===== src/dcpc_pkg.sv =====
// ----------------------------------------------------------------------------
// dcpc_pkg
// Types and constants shared by the daisy-chain PEC checker.
// ----------------------------------------------------------------------------
package dcpc_pkg;

  localparam int MaxDevices    = 16;
  localparam int MaxGroupBytes = 32;

  localparam int GroupLimit  = (MaxGroupBytes > 63) ? 63 : MaxGroupBytes;
  localparam int DeviceLimit = (MaxDevices > 16) ? 16 : MaxDevices;

  localparam logic [7:0] CrcInit = 8'h41;
  localparam logic [7:0] CrcPoly = 8'h07;

  localparam logic [5:0] BytesPerDeviceRst = 6'd6;
  localparam logic [4:0] DeviceCountRst    = 5'd1;

  localparam int CfgIdxW  = 1;
  localparam int CfgDataW = 6;

  typedef enum logic [CfgIdxW-1:0] {
    CFG_BYTES_PER_DEVICE = 1'b0,
    CFG_DEVICE_COUNT     = 1'b1
  } cfg_idx_e;

  typedef struct packed {
    logic [5:0] bytes_per_device;
    logic [4:0] device_count;
  } cfg_t;

  typedef struct packed {
    logic [7:0] rx_byte;
    logic       frame_start;
  } item_t;

  typedef struct packed {
    logic [7:0]  data_byte;
    logic        byte_is_pec;
    logic [3:0]  device_index;
    logic        pec_match;
    logic [7:0]  expected_pec;
    logic [15:0] mismatch_flags;
    logic        frame_done;
  } result_t;

endpackage


===== src/dcpc_crc8.sv =====
// ----------------------------------------------------------------------------
// dcpc_crc8
// One-byte CRC-8 update, polynomial 0x07, MSB first.
// ----------------------------------------------------------------------------
module dcpc_crc8 (
  input  logic [7:0] crc_i,
  input  logic [7:0] byte_i,
  output logic [7:0] crc_o
);
  import dcpc_pkg::*;

  always_comb begin
    logic [7:0] c;
    c = crc_i ^ byte_i;
    for (int i = 0; i < 8; i++) begin
      if (c[7]) begin
        c = {c[6:0], 1'b0} ^ CrcPoly;
      end else begin
        c = {c[6:0], 1'b0};
      end
    end
    crc_o = c;
  end

endmodule


===== src/dcpc_frame_tracker.sv =====
// ----------------------------------------------------------------------------
// dcpc_frame_tracker
// Frame state (CRC, byte and device positions, mismatch mask) and the result
// for the byte held in the input register.
// ----------------------------------------------------------------------------
module dcpc_frame_tracker (
  input  logic              clk_i,
  input  logic              rst_ni,
  input  logic              commit_i,
  input  dcpc_pkg::item_t   item_i,
  input  dcpc_pkg::cfg_t    cfg_i,
  output dcpc_pkg::result_t result_o
);
  import dcpc_pkg::*;

  logic [7:0]  crc_d, crc_q;
  logic [5:0]  bpos_d, bpos_q;
  logic [3:0]  dpos_d, dpos_q;
  logic [15:0] mask_d, mask_q;

  logic [7:0]  crc_cur, crc_upd;
  logic [5:0]  bpos_cur, glen;
  logic [3:0]  dpos_cur;
  logic [4:0]  dlim;
  logic [15:0] mask_cur;
  logic        is_pec, done, match;

  dcpc_crc8 u_crc8 (
    .crc_i  (crc_cur),
    .byte_i (item_i.rx_byte),
    .crc_o  (crc_upd)
  );

  always_comb begin
    crc_cur  = item_i.frame_start ? CrcInit : crc_q;
    bpos_cur = item_i.frame_start ? 6'd0 : bpos_q;
    dpos_cur = item_i.frame_start ? 4'd0 : dpos_q;
    mask_cur = (item_i.frame_start || (bpos_cur == 6'd0 && dpos_cur == 4'd0)) ?
               16'd0 : mask_q;

    if (cfg_i.bytes_per_device == 6'd0) begin
      glen = 6'd1;
    end else if (cfg_i.bytes_per_device > 6'(GroupLimit)) begin
      glen = 6'(GroupLimit);
    end else begin
      glen = cfg_i.bytes_per_device;
    end

    if (cfg_i.device_count == 5'd0) begin
      dlim = 5'd1;
    end else if (cfg_i.device_count > 5'(DeviceLimit)) begin
      dlim = 5'(DeviceLimit);
    end else begin
      dlim = cfg_i.device_count;
    end

    is_pec = bpos_cur >= glen;
    match  = item_i.rx_byte == crc_cur;
    done   = is_pec && (({1'b0, dpos_cur} + 5'd1) >= dlim);

    if (is_pec) begin
      crc_d  = CrcInit;
      bpos_d = 6'd0;
      dpos_d = done ? 4'd0 : dpos_cur + 4'd1;
      mask_d = match ? mask_cur : (mask_cur | (16'd1 << dpos_cur));
    end else begin
      crc_d  = crc_upd;
      bpos_d = bpos_cur + 6'd1;
      dpos_d = dpos_cur;
      mask_d = mask_cur;
    end

    result_o.data_byte      = item_i.rx_byte;
    result_o.byte_is_pec    = is_pec;
    result_o.device_index   = dpos_cur;
    result_o.pec_match      = is_pec && match;
    result_o.expected_pec   = is_pec ? crc_cur : crc_upd;
    result_o.mismatch_flags = mask_d;
    result_o.frame_done     = done;
  end

  always_ff @(posedge clk_i or negedge rst_ni) begin
    if (!rst_ni) begin
      crc_q  <= CrcInit;
      bpos_q <= 6'd0;
      dpos_q <= 4'd0;
      mask_q <= 16'd0;
    end else if (commit_i) begin
      crc_q  <= crc_d;
      bpos_q <= bpos_d;
      dpos_q <= dpos_d;
      mask_q <= mask_d;
    end
  end

endmodule


===== config.mk =====
export PLATFORM = sky130hd
export DESIGN_NAME = dcpc_frame_tracker
export DESIGN_NICKNAME = d
export VERILOG_FILES = /design/src/dcpc_pkg.sv /design/src/dcpc_crc8.sv /design/src/dcpc_frame_tracker.sv
export SDC_FILE = /design/constraint.sdc
export NUM_CORES = 1
export LEC_CHECK = 0
export BUFFER_PORTS_ARGS = -buffer_cell sky130_fd_sc_hd__buf_4
export CELL_PAD_IN_SITES_DETAIL_PLACEMENT = 1
export CELL_PAD_IN_SITES_GLOBAL_PLACEMENT = 1
export CORE_UTILIZATION = 44
export CTS_CLUSTER_DIAMETER = 100
export DETAILED_ROUTE_END_ITERATION = 6
export PLACE_DENSITY = 0.88
export SLEW_MARGIN = 20
export SYNTH_ARGS = -nofsm -noshare
export SYNTH_HDL_FRONTEND = slang
export SYNTH_HIERARCHICAL = 1
export SYNTH_SLANG_ARGS = --single-unit

===== constraint.sdc =====
create_clock -name clk_i -period 10.6 [get_ports clk_i]
set_clock_uncertainty 0.05 [all_clocks]
set_input_delay 2.12 -clock clk_i [delete_from_list [all_inputs] [get_ports clk_i]]
set_output_delay 2.12 -clock clk_i [all_outputs]
set_load 0.005 [all_outputs]

==> flow_summary.yaml <==
run_status:
  outcome: "finished, final reports clean"
synth:
  synth-edff-count: 0
  syn_inst: 337
  synthDominantCellAreaShare_pct: 27.5
  ys_types: 46
  synth_area_leader_cell: "dfrtp_1"
  synth_common_cells: "dfrtp_1, a22o_1, nor2_1"
  syn_avg_cell_area_um2: 8.65
  ys_seq_elements: 34
  ys.warnings.count: 6
  yosysSeqAreaShare_pct: 29.3
  syn_nets: 379
  synthTopCellsByArea: "dfrtp_1, a22o_1, ha_1, xnor2_1, a32o_1"
  synth-async-reset-ratio_pct: 100
  synth_area_um2: 2920
  synth_ff_type: "dfrtp_1"
  yosysMostFrequentCell: "dfrtp_1"
layout:
  fin_nets: 416
  drive_above_1_share_pct: 21.3
  fin_util_pct: 52.9
  nFillCells: 776
  area_growth_pct: 15.8
  final_cells: 452
  num_antenna_cells: 0
critical_path:
  crit_required_ns: 8.43
  arrival_ns: 4.66
  r2r_end: "dpos_q[2]"
  reg2regPathDepth: 7
  worstPathCellList: "buf_4 > nand2b_1 > ha_1 > nand2b_1 > a21oi_1 > o211a_1 > buf_4 > inv_2 > and3_1 > a22o_1 > buf_4"
  critPathMaxStageDelay_ns: 0.34
  path_class: "input pin to output pin"
  cp_num_buf_inv: 4
  cp.depth: 11
  critical_path.most_common_cell: "buf_4"
  cp-end-kind: "output pin"
  start_kind: "input pin"
  worstPathMaxFanout: 36
  crit_path_start: "item_i[0]"
  crit_slowest_cell: "buf_4"
  rr_startpoint: "dpos_q[2]"
  rrSetupSlack_ns: 7.70
  endpoint: "result_o[8]"
  crit_family: "buffers and inverters"
clock_tree:
  cts.clk_slew.worst_paths_ns: 0.07
  cts-buffers-inserted: 5
  cts_resized: 0
  holdBufCountCts: 0
  cts_tree: "done"
  post_cts_buffers: 0
  cts_root_buf: "clkbuf_8"
  cts-htree-levels: 2
  clk_latency_ns: 0.29
  cts_buffer_depth: 2
  clkSinkCount: 34
drt:
  dr.pass1.iters: 4
  first_iter_violations: 225
  drc: 0
  finalWirelength_mm: 8.15
  post_drt_wl_per_cell_um: 18.0
  ant_nets: 0
  num_vias: 2684
  avgViaCountPerCell: 5.94
floorplanning:
  dieArea_um2: 6960
  die_y_um: 83.4
  start_util_pct: 45.7
  ios: 62
  die_x_um: 83.4
  num_rows: 29
  fp.coreArea_um2: 6390
place:
  hpwlAfterDp_mm: 5.68
  gp_congestion: 0.794
  place_worst_setup_slack_ns: 3.78
  io_buffers: 61
  placedCellCount: 444
global_routing:
  antenna_found_initial: 0
  grt_max_degree: 42
  grt_pass1_vias: 2738
  gr-usage-met2_pct: 40.8
  use_met3_pct: 3.18
  grt_pass1_wl_mm: 13.7
  grt_usage_pct: 24.1
  grt-busiest-layer: "met2"
  grt_util_met1_pct: 32.4
  overflow: 0
sta:
  fin_crit_sh_pct: 64.4
  setup_ws_ns: 3.77
  timing.fmax_ghz: 0.146
  rsz0062_at_grt: "false"
  slew_viol_final: 0
  hold_violations: 0
  setup_tns_ns: 0
  slew_headroom_pct: 44.7
  setup_viol: 0
  worstMarginPinSlew_ns: 0.830
  fin_crit_ns: 6.83
power_and_ir_drop:
  p_per_area_nw_per_um2: 172
  p_total_uw: 582
  ir_drop_mv: 0.124
  leakage_uw: 0.00163
min_path:
  hold_class: "flip-flop to flip-flop"
flow_run:
  cap_violations: 0
-- cell type report --
| type | instances | area, um^2 | area share (%) |
|---|---|---|---|
| Tap cell | 77 | 96.3 | 2.85 |
| Timing Repair Buffer | 62 | 465 | 13.8 |
| Clock inverter | 1 | 5.00 | 0.148 |
| Clock buffer | 7 | 86.3 | 2.56 |
| Sequential cell | 34 | 853 | 25.3 |
| Inverter | 21 | 78.8 | 2.33 |
| Multi-Input combinational cell | 250 | 1790 | 53.1 |
-- logic make-up (layout without fill, tap and decap cells) --
family                     after synthesis  in the layout  synth area share [%]
xor gates and xnor gates                27             27                  8.11
and+or+nand+nor                        120            120                  22.4
adders and majority gates               19             19                  8.15
DFF                                     34             34                  29.3
muxes                                    1              1                 0.386
buffers and inverters                   53             91                  9.27
AOI/OAI and AO/OA                       83             83                  22.4
-- where the power goes --
group	leakage [uW]	switching [uW]	internal, uW	total (uW)
clock	0.0000482	48.9	52.4	101
combinational	0.00112	161	139	300
sequential	0.000453	26.2	154	180
total	0.00163	236	346	582
-- worst min-delay path by stage --
stage / startpoint / to / slack, ns / depth (start not counted)
finish: mask_q[5] / mask_q[5] / 0.45 / 1
floorplan: mask_q[11] / mask_q[11] / 0.42 / 1
global placement: mask_q[5] / mask_q[5] / 0.43 / 1
CTS: mask_q[5] / mask_q[5] / 0.45 / 1
global route: mask_q[4] / mask_q[4] / 0.46 / 1
detailed placement: mask_q[15] / mask_q[15] / 0.44 / 1
-- state kept, by name, indices dropped and copies added (netlist names) --
name / flops
mask_q: 16
dpos_q: 4
crc_q: 8
bpos_q: 6
-- per-layer routing --
metal / share of wire, % / vias to the layer above
met1: 46 / 1338
met4: 1.2 / 0
li1: - / 1284
met5: 0 / -
met2: 49 / 51
met3: 3.0 / 11
-- worst reg2reg max path, stage by stage, from the launching register on --
cell,delay [ns]
dfrtp_1,0.42
nor2b_1,0.66
ha_1,0.39
ha_1,0.23
a211oi_1,0.24
o21bai_1,0.13
a211oi_1,0.48
a32o_1,0.24
-- placed cells by master (no fill, tap or decap), types with 6 or more instances in the layout --
cell	synthesis	final
o21ai_0	14	14
a21oi_1	8	8
a22o_1	29	29
ha_1	19	19
and3_1	19	19
nor3_1	16	16
a32o_1	15	15
dfrtp_1	32	32
nand3_1	10	10
xnor2_1	18	18
nand2_1	17	17
nor2b_1	6	6
nand2b_1	8	8
xor2_1	9	9
clkbuf_8	0	6
buf_4	12	62
inv_1	19	19
nor2_1	28	28
-- metrics by stage --
step | area (um^2) | hold WS [ns]
detailed placement | 3290 | 0.438
global placement | 3290 | 0.426
floorplan | 2920 | 0.416
global route | 3380 | 0.463
CTS | 3380 | 0.454
finish | 3380 | 0.453
(Power assumes the default switching activity.)
